<file path="config.mk">
export PLATFORM = sky130hd
export DESIGN_NAME = motion_heading_steer_decider
export DESIGN_NICKNAME = d
export VERILOG_FILES = /design/src/mhsd_pkg.sv /design/src/mhsd_front.sv /design/src/mhsd_queue.sv /design/src/mhsd_back.sv /design/src/motion_heading_steer_decider.sv
export VERILOG_INCLUDE_DIRS = /design/src /design/src/src
export SDC_FILE = /design/constraint.sdc
export NUM_CORES = 2
export LEC_CHECK = 0
export BUFFER_PORTS_ARGS = -buffer_cell sky130_fd_sc_hd__buf_2
export CORE_MARGIN = 2
export CORE_UTILIZATION = 55
export DETAILED_ROUTE_END_ITERATION = 10
export PLACE_DENSITY = 0.72
export SYNTH_ARGS = -nofsm -noshare
export SYNTH_HDL_FRONTEND = slang
export SYNTH_HIERARCHICAL = 1
export SYNTH_SLANG_ARGS = --single-unit
</file>
<file path="constraint.sdc">
create_clock -name i_clk -period 35.3 [get_ports i_clk]
set_input_delay 1.765 -clock i_clk [delete_from_list [all_inputs] [get_ports i_clk]]
set_output_delay 1.765 -clock i_clk [all_outputs]
set_load 0.05 [all_outputs]
</file>
<file path="src/motion_heading_steer_decider_macros.svh">
// Assertion macros shared by the heading steer decider modules.
`ifndef MOTION_HEADING_STEER_DECIDER_MACROS_SVH
`define MOTION_HEADING_STEER_DECIDER_MACROS_SVH

// The consequent must hold in the same cycle as the antecedent.
`define MHSD_ASSERT_SAME(label, ante, cons, msg) \
    label: assert property (@(posedge i_clk) disable iff (!i_rst_n) (ante) |-> (cons)) \
        else $error(msg);

// The consequent must hold in the cycle after the antecedent.
`define MHSD_ASSERT_NEXT(label, ante, cons, msg) \
    label: assert property (@(posedge i_clk) disable iff (!i_rst_n) (ante) |=> (cons)) \
        else $error(msg);

`endif

</file>
<file path="src/mhsd_pkg.sv">
// Shared constants, types and functions of the heading steer decider.
package mhsd_pkg;

    localparam int CORDIC_STEPS = 16;
    localparam int SAMPLE_BITS  = 16;
    localparam int STEP_W       = $clog2(CORDIC_STEPS);
    // Vector width: sample, 2^14 scale, and headroom for CORDIC gain and negation.
    localparam int XY_W         = SAMPLE_BITS + 14 + 3;
    // Angle in Q16 degrees; covers -100 .. 360 degrees with margin.
    localparam int Z_W          = 27;
    localparam int QUEUE_DEPTH  = 2;
    localparam int CMP_W        = 17;

    localparam logic [1:0] CMD_STOP    = 2'd0;
    localparam logic [1:0] CMD_FORWARD = 2'd1;
    localparam logic [1:0] CMD_LEFT    = 2'd2;
    localparam logic [1:0] CMD_RIGHT   = 2'd3;

    localparam logic REG_TURN_TOL  = 1'b0;
    localparam logic REG_STILL_THR = 1'b1;

    typedef struct packed {
        logic                          still;
        logic signed [SAMPLE_BITS-1:0] mag_x;
        logic signed [SAMPLE_BITS-1:0] mag_y;
        logic signed [9:0]             remote;
    } t_job;

    // Remote angle (360*(b-33))/222 truncated toward zero. The magnitude
    // 180*|n|/111 is found by a reciprocal multiply, exact for |n| <= 222.
    function automatic logic signed [9:0] remote_of(input logic [7:0] b);
        logic signed [8:0] n;
        logic [7:0]        mag;
        logic [15:0]       v;
        logic [31:0]       p;
        logic [9:0]        q;
        n   = $signed({1'b0, b}) - 9'sd33;
        mag = (n < 0) ? 8'(-n) : n[7:0];
        v   = 16'(16'(mag) * 16'd180);
        p   = 32'(v) * 32'd37787;
        q   = 10'(p >> 22);
        return (n < 0) ? -$signed(q) : $signed(q);
    endfunction

    // atan(2^-i) in Q16 degrees.
    function automatic logic [21:0] atan_q16(input logic [4:0] i);
        logic [21:0] v;
        unique case (i)
            5'd0:    v = 22'd2949120;
            5'd1:    v = 22'd1740967;
            5'd2:    v = 22'd919879;
            5'd3:    v = 22'd466945;
            5'd4:    v = 22'd234379;
            5'd5:    v = 22'd117304;
            5'd6:    v = 22'd58666;
            5'd7:    v = 22'd29335;
            5'd8:    v = 22'd14668;
            5'd9:    v = 22'd7334;
            5'd10:   v = 22'd3667;
            5'd11:   v = 22'd1833;
            5'd12:   v = 22'd917;
            5'd13:   v = 22'd458;
            5'd14:   v = 22'd229;
            5'd15:   v = 22'd115;
            5'd16:   v = 22'd57;
            5'd17:   v = 22'd29;
            5'd18:   v = 22'd14;
            5'd19:   v = 22'd7;
            5'd20:   v = 22'd4;
            5'd21:   v = 22'd2;
            5'd22:   v = 22'd1;
            default: v = 22'd0;
        endcase
        return v;
    endfunction

endpackage

</file>
<file path="src/mhsd_front.sv">
// Front end: takes input beats, decodes the remote angle and tracks z motion.
module mhsd_front (
    input  logic                 i_clk,
    input  logic                 i_rst_n,
    input  logic                 i_valid,
    output logic                 o_ready,
    input  logic [55:0]          i_data,
    input  logic [15:0]          i_still_threshold,
    input  logic                 i_full,
    output logic                 o_push,
    output mhsd_pkg::t_job       o_job
);
    import mhsd_pkg::*;

    localparam int HIST_DEPTH = 3;

    logic signed [SAMPLE_BITS-1:0] r_hist [HIST_DEPTH];
    logic signed [SAMPLE_BITS-1:0] n_hist [HIST_DEPTH];
    logic [1:0]                    r_slot;
    logic [1:0]                    n_slot;
    logic [1:0]                    w_idx;
    logic signed [SAMPLE_BITS-1:0] w_az;
    logic signed [SAMPLE_BITS:0]   w_d01;
    logic signed [SAMPLE_BITS:0]   w_d12;
    logic [SAMPLE_BITS:0]          w_a01;
    logic [SAMPLE_BITS:0]          w_a12;
    logic                          w_still;

    assign o_ready = !i_full;
    assign o_push  = i_valid && !i_full;
    assign w_az    = $signed(i_data[8 +: SAMPLE_BITS]);
    assign w_idx   = (r_slot < 2'd3) ? r_slot : 2'd0;

    always_comb begin
        for (int k = 0; k < HIST_DEPTH; k++) begin
            n_hist[k] = (w_idx == 2'(k)) ? w_az : r_hist[k];
        end
        n_slot = w_idx + 2'd1;
    end

    // Motion test on the history as it stands after this sample is written.
    assign w_d01 = {n_hist[0][SAMPLE_BITS-1], n_hist[0]} - {n_hist[1][SAMPLE_BITS-1], n_hist[1]};
    assign w_d12 = {n_hist[1][SAMPLE_BITS-1], n_hist[1]} - {n_hist[2][SAMPLE_BITS-1], n_hist[2]};
    assign w_a01 = (w_d01 < 0) ? unsigned'(-w_d01) : unsigned'(w_d01);
    assign w_a12 = (w_d12 < 0) ? unsigned'(-w_d12) : unsigned'(w_d12);
    assign w_still = (CMP_W'(w_a01) <= CMP_W'(i_still_threshold))
                  && (CMP_W'(w_a12) <= CMP_W'(i_still_threshold));

    always_comb begin
        o_job.still  = w_still;
        o_job.mag_x  = $signed(i_data[24 +: SAMPLE_BITS]);
        o_job.mag_y  = $signed(i_data[40 +: SAMPLE_BITS]);
        o_job.remote = remote_of(i_data[7:0]);
    end

    always_ff @(posedge i_clk) begin
        if (!i_rst_n) begin
            for (int k = 0; k < HIST_DEPTH; k++) begin
                r_hist[k] <= '0;
            end
            r_slot <= 2'd0;
        end else if (o_push) begin
            for (int k = 0; k < HIST_DEPTH; k++) begin
                r_hist[k] <= n_hist[k];
            end
            r_slot <= n_slot;
        end
    end

endmodule

</file>
<file path="src/mhsd_queue.sv">
// Short job queue between the front end and the heading engine.
`include "motion_heading_steer_decider_macros.svh"
module mhsd_queue (
    input  logic           i_clk,
    input  logic           i_rst_n,
    input  logic           i_push,
    input  mhsd_pkg::t_job i_job,
    output logic           o_full,
    output logic           o_valid,
    output mhsd_pkg::t_job o_job,
    input  logic           i_pop
);
    import mhsd_pkg::*;

    localparam int PTR_W = (QUEUE_DEPTH > 1) ? $clog2(QUEUE_DEPTH) : 1;
    localparam int CNT_W = $clog2(QUEUE_DEPTH + 1);

    t_job             r_mem [QUEUE_DEPTH];
    logic [PTR_W-1:0] r_wr;
    logic [PTR_W-1:0] r_rd;
    logic [CNT_W-1:0] r_count;

    function automatic logic [PTR_W-1:0] bump(input logic [PTR_W-1:0] p);
        return (p == PTR_W'(QUEUE_DEPTH - 1)) ? '0 : PTR_W'(p + 1'b1);
    endfunction

    assign o_full  = (r_count == CNT_W'(QUEUE_DEPTH));
    assign o_valid = (r_count != '0);
    assign o_job   = r_mem[r_rd];

    always_ff @(posedge i_clk) begin
        if (i_push) begin
            r_mem[r_wr] <= i_job;
        end
    end

    always_ff @(posedge i_clk) begin
        if (!i_rst_n) begin
            r_wr    <= '0;
            r_rd    <= '0;
            r_count <= '0;
        end else begin
            if (i_push) begin
                r_wr <= bump(r_wr);
            end
            if (i_pop) begin
                r_rd <= bump(r_rd);
            end
            if (i_push && !i_pop) begin
                r_count <= r_count + 1'b1;
            end else if (i_pop && !i_push) begin
                r_count <= r_count - 1'b1;
            end
        end
    end

    `MHSD_ASSERT_SAME(a_count_bound, 1'b1, r_count <= CNT_W'(QUEUE_DEPTH), "queue count overflow")
    `MHSD_ASSERT_SAME(a_pop_nonempty, i_pop, r_count != '0, "pop from an empty queue")

endmodule

</file>
<file path="src/mhsd_back.sv">
// Heading engine: iterative CORDIC, steering decision and output register.
`include "motion_heading_steer_decider_macros.svh"
module mhsd_back (
    input  logic           i_clk,
    input  logic           i_rst_n,
    input  logic           i_job_valid,
    input  mhsd_pkg::t_job i_job,
    output logic           o_pop,
    input  logic [7:0]     i_turn_tolerance,
    output logic           o_valid,
    input  logic           i_ready,
    output logic [23:0]    o_data
);
    import mhsd_pkg::*;

    localparam logic [2:0] ST_IDLE = 3'd0;
    localparam logic [2:0] ST_ROT  = 3'd1;
    localparam logic [2:0] ST_ADJ  = 3'd2;
    localparam logic [2:0] ST_HEAD = 3'd3;
    localparam logic [2:0] ST_DEC  = 3'd4;
    localparam logic [2:0] ST_WAIT = 3'd5;

    localparam logic signed [Z_W-1:0] Z_HALF_TURN = Z_W'(180 * 65536);
    localparam logic signed [Z_W-1:0] Z_FULL_TURN = Z_W'(360 * 65536);
    localparam logic signed [Z_W-1:0] Z_BIAS      = Z_W'(128);

    logic [2:0]              r_state, n_state;
    logic signed [XY_W-1:0]  r_x, n_x;
    logic signed [XY_W-1:0]  r_y, n_y;
    logic signed [Z_W-1:0]   r_z, n_z;
    logic [STEP_W-1:0]       r_step, n_step;
    logic [8:0]              r_heading, n_heading;
    logic signed [9:0]       r_remote, n_remote;
    logic [1:0]              r_cmd, n_cmd;
    logic                    r_out_valid, n_out_valid;
    logic [23:0]             r_out_data, n_out_data;

    logic signed [XY_W-1:0]  w_x0, w_y0, w_xsh, w_ysh;
    logic signed [Z_W-1:0]   w_atan, w_zb;
    logic [Z_W-17:0]         w_deg;
    logic signed [10:0]      w_d;
    logic [9:0]              w_a, w_tol, w_lim;
    logic                    w_fwd, w_left;

    assign o_pop   = (r_state == ST_IDLE) && i_job_valid;
    assign o_valid = r_out_valid;
    assign o_data  = r_out_data;

    assign w_x0   = XY_W'(i_job.mag_x) <<< 14;
    assign w_y0   = XY_W'(i_job.mag_y) <<< 14;
    assign w_xsh  = r_x >>> r_step;
    assign w_ysh  = r_y >>> r_step;
    assign w_atan = $signed(Z_W'(atan_q16(5'(r_step))));
    assign w_zb   = r_z + Z_BIAS;
    assign w_deg  = unsigned'(r_z[Z_W-1:16]);

    assign w_d    = $signed({2'b00, r_heading}) - {r_remote[9], r_remote};
    assign w_a    = (w_d < 0) ? 10'(-w_d) : 10'(w_d);
    assign w_tol  = {2'b00, i_turn_tolerance};
    assign w_lim  = 10'd360 - w_tol;
    assign w_fwd  = (w_a < w_tol) || (w_a > w_lim) || (w_d == 11'sd0);
    assign w_left = ((w_d < 0) && (w_a < 10'd180)) || ((w_d > 0) && (w_a > 10'd180));

    always_comb begin
        n_state     = r_state;
        n_x         = r_x;
        n_y         = r_y;
        n_z         = r_z;
        n_step      = r_step;
        n_heading   = r_heading;
        n_remote    = r_remote;
        n_cmd       = r_cmd;
        n_out_valid = r_out_valid && !i_ready;
        n_out_data  = r_out_data;
        unique case (r_state)
            ST_IDLE: begin
                if (i_job_valid) begin
                    n_remote = i_job.remote;
                    n_step   = '0;
                    if (i_job.still) begin
                        n_cmd     = CMD_STOP;
                        n_heading = 9'd0;
                        n_state   = ST_WAIT;
                    end else if (i_job.mag_y == '0) begin
                        n_heading = (i_job.mag_x < 0) ? 9'd180 : 9'd0;
                        n_state   = ST_DEC;
                    end else if (i_job.mag_x == '0) begin
                        n_heading = (i_job.mag_y > 0) ? 9'd90 : 9'd270;
                        n_state   = ST_DEC;
                    end else if (i_job.mag_x < 0) begin
                        n_x     = -w_x0;
                        n_y     = -w_y0;
                        n_z     = Z_HALF_TURN;
                        n_state = ST_ROT;
                    end else begin
                        n_x     = w_x0;
                        n_y     = w_y0;
                        n_z     = '0;
                        n_state = ST_ROT;
                    end
                end
            end
            ST_ROT: begin
                if (r_y >= 0) begin
                    n_x = r_x + w_ysh;
                    n_y = r_y - w_xsh;
                    n_z = r_z + w_atan;
                end else begin
                    n_x = r_x - w_ysh;
                    n_y = r_y + w_xsh;
                    n_z = r_z - w_atan;
                end
                n_step = r_step + 1'b1;
                if (r_step == STEP_W'(CORDIC_STEPS - 1)) begin
                    n_state = ST_ADJ;
                end
            end
            ST_ADJ: begin
                n_z     = (w_zb < 0) ? w_zb + Z_FULL_TURN : w_zb;
                n_state = ST_HEAD;
            end
            ST_HEAD: begin
                n_heading = (w_deg >= (Z_W-16)'(360)) ? 9'(w_deg - (Z_W-16)'(360))
                                                      : 9'(w_deg);
                n_state   = ST_DEC;
            end
            ST_DEC: begin
                priority if (w_fwd) begin
                    n_cmd = CMD_FORWARD;
                end else if (w_left) begin
                    n_cmd = CMD_LEFT;
                end else begin
                    n_cmd = CMD_RIGHT;
                end
                n_state = ST_WAIT;
            end
            ST_WAIT: begin
                if (!r_out_valid || i_ready) begin
                    n_out_valid = 1'b1;
                    n_out_data  = {3'b000, r_remote, r_heading, r_cmd};
                    n_state     = ST_IDLE;
                end
            end
            default: begin
                n_state = ST_IDLE;
            end
        endcase
    end

    always_ff @(posedge i_clk) begin
        if (!i_rst_n) begin
            r_state     <= ST_IDLE;
            r_out_valid <= 1'b0;
        end else begin
            r_state     <= n_state;
            r_out_valid <= n_out_valid;
        end
        r_x        <= n_x;
        r_y        <= n_y;
        r_z        <= n_z;
        r_step     <= n_step;
        r_heading  <= n_heading;
        r_remote   <= n_remote;
        r_cmd      <= n_cmd;
        r_out_data <= n_out_data;
    end

    `MHSD_ASSERT_SAME(a_step_range, r_state == ST_ROT, r_step <= STEP_W'(CORDIC_STEPS - 1), "CORDIC step past the last one")
    `MHSD_ASSERT_SAME(a_stop_heading, r_out_valid && (r_out_data[1:0] == CMD_STOP), r_out_data[10:2] == 9'd0, "stop result with nonzero heading")
    `MHSD_ASSERT_NEXT(a_pop_busy, o_pop, r_state != ST_IDLE, "engine idle right after taking a job")

endmodule

</file>
<file path="src/motion_heading_steer_decider.sv">
// Top level of the heading steer decider: configuration registers and stream ports.
//
// Each input beat carries a remote angle byte, an accelerometer z sample and a
// magnetometer x/y pair; each produces exactly one output beat with a steering
// command (stop, forward, left, right), the local heading in whole degrees and
// the decoded remote angle. The front end takes a beat in the cycle it is
// offered, as long as its two-entry job queue has room, decodes the remote
// angle, updates the three-sample z history and decides whether the unit is
// standing still. The heading engine behind the queue works on one job at a
// time: a still job goes straight to the output register, one whose
// magnetometer vector lies on an axis goes straight to the decision step,
// and any other runs the 16 CORDIC vectoring iterations that share a single
// add/shift stage, then the rounding, heading and decision steps, before the
// output register is loaded. The output register frees the engine as soon as
// a result is taken, and a new job is taken only after the last one's result
// is loaded. Registers sit on the APB-style port: turn tolerance at byte
// address 0 and still threshold at byte address 4 (only address bit 2 is
// decoded); write them only while the block is idle.
module motion_heading_steer_decider (
    input  logic        i_clk,
    input  logic        i_rst_n,
    // Input stream.
    input  logic        s_axis_tvalid,
    output logic        s_axis_tready,
    input  logic [55:0] s_axis_tdata,   // remote_angle_byte[7:0], accel_z[23:8],
                                        // mag_x[39:24], mag_y[55:40]
    // Output stream.
    output logic        m_axis_tvalid,
    input  logic        m_axis_tready,
    output logic [23:0] m_axis_tdata,   // command[1:0], heading_deg[10:2],
                                        // remote_angle[20:11], zero[23:21]
    // Configuration port.
    input  logic        psel,
    input  logic        penable,
    input  logic        pwrite,
    input  logic [2:0]  paddr,
    input  logic [31:0] pwdata,
    output logic [31:0] prdata,
    output logic        pready
);
    import mhsd_pkg::*;

    logic [7:0]  r_turn_tol;
    logic [15:0] r_still_thr;
    logic        w_cfg_write;
    logic        w_push;
    logic        w_full;
    logic        w_job_valid;
    logic        w_pop;
    t_job        w_front_job;
    t_job        w_queue_job;

    // Configuration registers. A write lands in the access phase.
    assign pready      = 1'b1;
    assign w_cfg_write = psel && penable && pwrite && pready;

    always_ff @(posedge i_clk) begin
        if (!i_rst_n) begin
            r_turn_tol  <= 8'd25;
            r_still_thr <= 16'd100;
        end else if (w_cfg_write) begin
            unique case (paddr[2])
                REG_TURN_TOL:  r_turn_tol  <= pwdata[7:0];
                REG_STILL_THR: r_still_thr <= pwdata[15:0];
                default: begin
                end
            endcase
        end
    end

    always_comb begin
        unique case (paddr[2])
            REG_TURN_TOL:  prdata = {24'd0, r_turn_tol};
            REG_STILL_THR: prdata = {16'd0, r_still_thr};
            default:       prdata = '0;
        endcase
    end

    // Front end: classifies each beat and hands a job to the queue.
    mhsd_front u_front (
        .i_clk             (i_clk),
        .i_rst_n           (i_rst_n),
        .i_valid           (s_axis_tvalid),
        .o_ready           (s_axis_tready),
        .i_data            (s_axis_tdata),
        .i_still_threshold (r_still_thr),
        .i_full            (w_full),
        .o_push            (w_push),
        .o_job             (w_front_job)
    );

    // Job queue decouples input acceptance from the heading engine.
    mhsd_queue u_queue (
        .i_clk   (i_clk),
        .i_rst_n (i_rst_n),
        .i_push  (w_push),
        .i_job   (w_front_job),
        .o_full  (w_full),
        .o_valid (w_job_valid),
        .o_job   (w_queue_job),
        .i_pop   (w_pop)
    );

    // Heading engine and output register.
    mhsd_back u_back (
        .i_clk            (i_clk),
        .i_rst_n          (i_rst_n),
        .i_job_valid      (w_job_valid),
        .i_job            (w_queue_job),
        .o_pop            (w_pop),
        .i_turn_tolerance (r_turn_tol),
        .o_valid          (m_axis_tvalid),
        .i_ready          (m_axis_tready),
        .o_data           (m_axis_tdata)
    );

endmodule
</file>
=== After elaboration in Yosys (flattened, before gate mapping) ===
Memories as Yosys holds them, arrays and structs flattened. A register that Yosys moved wholly into a read port is not among the register bits.
Index checks and enable logic that the tools add are counted.

* Input bits: 98
* Bits in writable memories: 134
* Memories: 3
* Word-level logic and storage cells: 199
* Flip-flop bits (word level): 173
* Bits in read-only memories: 352

* Muxes and demuxes: 71
* Equality and inequality tests: 17
* Add/subtract/negate cells: 27
* Reduce and logical (&&, ||, !) cells: 40
* Magnitude comparators: 17
* Bitwise logic cells: 4
* Multiply operators: 2
* Shift-type cells: 2

{| class="wikitable"
|+ Memory list
! name !! words !! bits a word !! rd ports !! clocked after Yosys merged registers in !! wr ports !! RTL line !! source
|-
| (no name shown) || 16 || 22 || 1 || 1 || 0 || mhsd_pkg.sv:48 || <nowiki>unique case (i)</nowiki>
|-
| u_queue.r_mem || 2 || 43 || 1 || 1 || 1 || mhsd_queue.sv:18 || <nowiki>t_job r_mem [QUEUE_DEPTH];</nowiki>
|-
| u_front.r_hist || 3 || 16 || 3 || 0 || 3 || mhsd_front.sv:17 || <nowiki>logic signed [SAMPLE_BITS-1:0] r_hist [HIST_DEPTH];</nowiki>
|}

{| class="wikitable"
|+ Operators by type and width
! operator !! number
|-
| 33-bit two-way mux || 12
|-
| 27-bit two-way mux || 6
|-
| 33-bit case mux with 2 select lines || 2
|-
| 16-bit two-way mux || 6
|-
| 27-bit case mux with 3 select lines || 1
|-
| 33-bit adder || 2
|-
| 30-bit negator with 33-bit output || 2
|-
| 33-bit by 4-bit >>> shifter with 33-bit output || 2
|-
| 33-bit subtractor || 2
|-
| 32-bit case mux with 2 select lines || 1
|-
| 9-bit two-way mux || 6
|-
| 17-bit by 16-bit less-or-equal comparator with 1-bit output || 2
|-
| 17-bit by 1-bit less-than comparator with 1-bit output, second input constant || 2
|-
| 17-bit two-way mux || 2
|-
| 17-bit negator || 2
|-
| 16-bit by 16-bit subtractor with 17-bit output || 2
|-
| 33-bit by 1-bit greater-or-equal comparator with 1-bit output, second input constant || 1
|-
| 16-bit zero test || 2
|-
| 14-bit by 16-bit multiplier with 30-bit output, second input constant || 1
|-
| 27-bit by 23-bit adder with 27-bit output || 1
|-
| 27-bit by 26-bit adder with 27-bit output, second input constant || 1
|-
| 27-bit by 9-bit adder with 27-bit output, second input constant || 1
|-
| 27-bit by 1-bit less-than comparator with 1-bit output, second input constant || 1
|-
| 27-bit by 23-bit subtractor with 27-bit output || 1
|-
| other kinds (55) || 119
|}

=== Logic depth before layout (Yosys ltp) ===
* Word-level depth: 9
* Mapped depth: 48
* Depth with buffers taken out: 46

=== Hierarchy ===
The synthesis kept the hierarchy.

{| class="wikitable"
|+ By module, submodules not included
! module !! area an instance (um^2) !! cells an instance !! times used !! sequential area each (um^2)
|-
| mhsd_back || 19,024.5 || 2,239 || 1 || 4,694.5
|-
| mhsd_front || 10,850.4 || 1,215 || 1 || 1,481.4
|-
| mhsd_queue || 3,323.2 || 156 || 1 || 2,682.6
|-
| motion_heading_steer_decider || 1,298.7 || 141 || 1 || 480.5
|}

=== Worst setup path after synthesis ===
OpenSTA, ideal clock, no wires.

* Kind: input-to-reg
* From: in s_axis_tdata[0]
* To: mem u_queue/r_mem[0][9] in the netlist's numbering (data pin)
* Library setup time: 0.262 ns
* Path slack: 22.504 ns
* Path buffers: 2
* Required time: 35.038 ns
* Arrival: 12.533 ns
* Cell stages on the path: 43
* Cell sequence: clkbuf_1 -> inv_1 -> ha_1 -> or4b_4 -> and2_0 -> or3_1 -> clkbuf_1 -> nor2_1 -> xnor2_1 -> ha_1 -> inv_1 -> fa_1 -> fa_1 -> inv_1 -> ha_1 -> nor2b_1 -> o21ai_0 -> a21boi_0 -> [... 7 more ...] -> fa_1 -> fa_1 -> fa_1 -> inv_1 -> fa_1 -> inv_1 -> ha_1 -> ha_1 -> a21oi_1 -> o21ai_0 -> a211o_1 -> a2111oi_2 -> o21bai_1 -> a21oi_1 -> xor2_1 -> nor4b_4 -> a31o_1 -> xnor2_1

{| class="wikitable"
|+ RTL lines
! element !! RTL line !! source
|-
| from (decl) || motion_heading_steer_decider.sv:25 || <nowiki>input logic [55:0] s_axis_tdata,</nowiki>
|-
| to (decl) || mhsd_queue.sv:18 ||
|}

==> impl_results.md <==
- Setup slack at placement: roughly 21 ns
- Worst endpoint required time: approximately 36 ns
- Data arrival time of the worst path: about 14 ns
- Post-synthesis sequential area ratio: a little over a quarter
- Avg WL per Cell: about 18 um
- Seq. cell area: a little over 0.009 mm2
- I/O pin cnt: 157
- First drt pass iteration count: 5
- Worst setup path class: primary input to register
- Setup TNS: 0 ns
- Final Slew Violations: 0
- RD Place Congestion: between 0.9 and 1
- Relative slew slack: 19.9%
- Final critical-path required period: 14.18 ns
- Clock latency on the worst-skew pair: slightly below 0.6 ns
- Seq cells post-synth: between 300 and 400
- Die Ht: 254 um
- RSZ-0062 raised after global routing: no
- Fraction of registers with async set/reset: 0%
- # DRC: 0
- Most common cell after layout, fill and taps aside: ha_1
- Status: completed
- Clk buf depth: 3
- Critical Path Max Stage Delay: 0.81 ns
- Root Buffer: clkbuf_16
- CP max stage cell: nor3_1
- Detail Route Antenna Nets: 0
- Hold Fails Final Rpt: 0
- Antenna violations before repair: 0
- Pin count of the biggest net entering global routing: approximately 80
- Via density: 5.95
- GR Overflow Total: 0
- Setup crit start kind: primary input
- Initial core utilization: around 56%
- Detailed-route wire length: about 84000 um
- Filler cell count: 5410
- Hold Path Class: register to register
- DR iter-0 viols: about 2300
- Cell variety after synth: approximately 100
- Cells after Synth: around 3800
- Vias in the first global route: 25700
- Worst Max-Slew Pin Slew: between 1 and 1.5 ns
- Worst setup EP type: register
- Tot GR Track Use: about a quarter
- Hold-fix buffers, CTS: 0
- First-pass GRT wire length: 136000 um
- CP delay by family, top: adder cells
- Final setup margin: ~21 ns
- Full die area: 0.0647 mm2
- I/O Buffers: approximately 120
- Multi-input logic area: between 0.02 and 0.025 mm2
- Setup Viol. Count Final: 0
- H-tree depth: 2
- Worst-path maximum fanout: 11
- Total Nets Final: roughly 4300
- Fmax: ~70 MHz
- Chip Width: roughly 250 um
- MaxCap Viol Count: 0
- Via count: between 20000 and 30000
- CTS tree: built
- Post-CTS Resized: 0
- Mapped Area: between 0.03 and 0.04 mm2
- Post-CTS Setup Inserts: 0
- Synth-to-Final Area Change: 6.54%
- # rows: just over 90
- Most frequent cells in the layout: 353 x ha_1, 311 x nand2_1, 295 x inv_1
- Post-DP HPWL: 64800 um
- Fin crit share: approximately 40%
- YS warnings: 6
- Clock Pin Slew Worst Setup and Hold Paths: about 0.060 ns
- Ys flop type: edfxtp_1
- CTS Sinks: 330
- Layout cell share with drive strength beyond 1: approximately 11%
- Core ar.: 0.0618 mm2
- CP Buf/Inv Count: 9
- Clock skew: about 0.035 ns
- Number of enable flip-flop cells after synthesis: around 270
- Post-Syn Area per Cell: 9.20 um2
- Crit-path most repeated cell: inv_1
- Num CTS Buffers: between 40 and 50
==> stage by stage <==
stage               instance area (um2)  hold WS (ns)  utilization, %  cells
floorplan                         34600         0.400               -   3768
global placement                  35400         0.403            57.2   4552
detailed placement                35400         0.407            57.2   4552
CTS                               36700         0.412            59.4   4627
global route                      36700         0.422            59.4   4627
finish                            36800         0.404            59.4   4628
==> cell families (layout without fill, tap and decap cells) <==
family / count (synthesis) / after routing / synth area share, %
simple gates: 1045 / 1045 / 14.6
compound gates: 840 / 840 / 15.7
xor+xnor: 313 / 313 / 7.99
fa+ha+maj: 434 / 434 / 17.5
flops: 330 / 330 / 27.1
other cells: 3 / 21 / 0.0326
buf+inv: 497 / 519 / 6.35
mux: 289 / 289 / 10.8
==> layout make-up <==
| type | instances | share of cell area (%) |
|---|---|---|
| Multi-Input combinational cell | 2941 | 62.8 |
| Sequential cell | 330 | 25.4 |
| Clock buffer | 56 | 3.18 |
| Inverter | 297 | 3.03 |
| Tap cell | 837 | 2.85 |
| Timing Repair Buffer | 147 | 2.20 |
| Clock inverter | 19 | 0.558 |
| Antenna cell | 1 | 0.00681 |
==> cells in the mapped netlist, types with 31 or more instances <==
| library cell | n | share of area (%) |
|---|---|---|
| ha_1 | 353 | 13 |
| nand2_1 | 312 | 3.4 |
| inv_1 | 296 | 3.2 |
| nor2_1 | 292 | 3.2 |
| edfxtp_1 | 273 | 24 |
| a21oi_1 | 217 | 3.1 |
| o21ai_0 | 205 | 3.0 |
| xnor2_1 | 201 | 5.1 |
| mux2i_1 | 126 | 3.7 |
| xor2_1 | 111 | 2.8 |
| mux2_2 | 105 | 3.4 |
| clkbuf_1 | 97 | 1.1 |
| fa_1 | 80 | 4.6 |
| buf_4 | 62 | 1.3 |
| a21o_1 | 60 | 1.3 |
| nor3_1 | 60 | 0.87 |
| dfxtp_1 | 57 | 3.3 |
| mux4_2 | 54 | 3.5 |
| nor2b_1 | 51 | 0.92 |
| and3_1 | 50 | 0.91 |
| nand3_1 | 49 | 0.71 |
| nand2b_1 | 43 | 0.78 |
| o21a_1 | 41 | 0.89 |
| a211oi_1 | 36 | 0.78 |
| and2_1 | 32 | 0.58 |
| o22ai_1 | 31 | 0.56 |
==> final timing paths <==
check / startpoint / cells past startpoint / endpoint / slack [ns]
max: s_axis_tdata[0] / 44 / u_queue/r_mem[0][9] / 21.12
min: u_back/r_cmd[0] / 0 / u_back/o_data[0] / 0.40
max reg2reg: u_front/r_slot[0] / 27 / u_queue/r_mem[0][42] / 28.49
min reg2reg: u_back/r_cmd[0] / 0 / u_back/o_data[0] / 0.40
==> registers in the layout (all words and copies together), names as in the netlist, 3 cells and up, named ones only <==
name              flops
u_queue/r_mem        86
u_back/r_x           33
u_back/o_data        21
u_back/r_heading      9
u_back/r_z           27
u_back/r_step         4
u_back/r_remote      10
u_back/r_y           33
r_turn_tol            8
u_back/r_state        3
u_back/w_atan        22
r_still_thr          16
u_front/r_hist       48
==> worst register-to-register path: cells and delay by family, from the launching register on <==
family	cells	cell delay, ns
muxes	1	0.30
AOI/OAI and AO/OA	15	3.21
DFF	1	0.37
and+or+nand+nor	4	1.04
adders and majority gates	4	1.16
buffers and inverters	3	0.40
==> routing by layer <==
metal | part of all wire [%] | wire length (um) | vias up | track usage (%)
li1 | - | - | 13500 | -
met1 | 48 | 40400 | 13100 | 38.5
met2 | 45 | 37800 | 796 | 41.0
met3 | 5.8 | 4860 | 84 | 2.57
met4 | 1.6 | 1330 | 0 | 5.04
met5 | 0 | 0 | - | 0
Power is left out: the tool's default activity adds up to more than one toggle a clock period on the data nets, which glitch-free logic cannot reach.
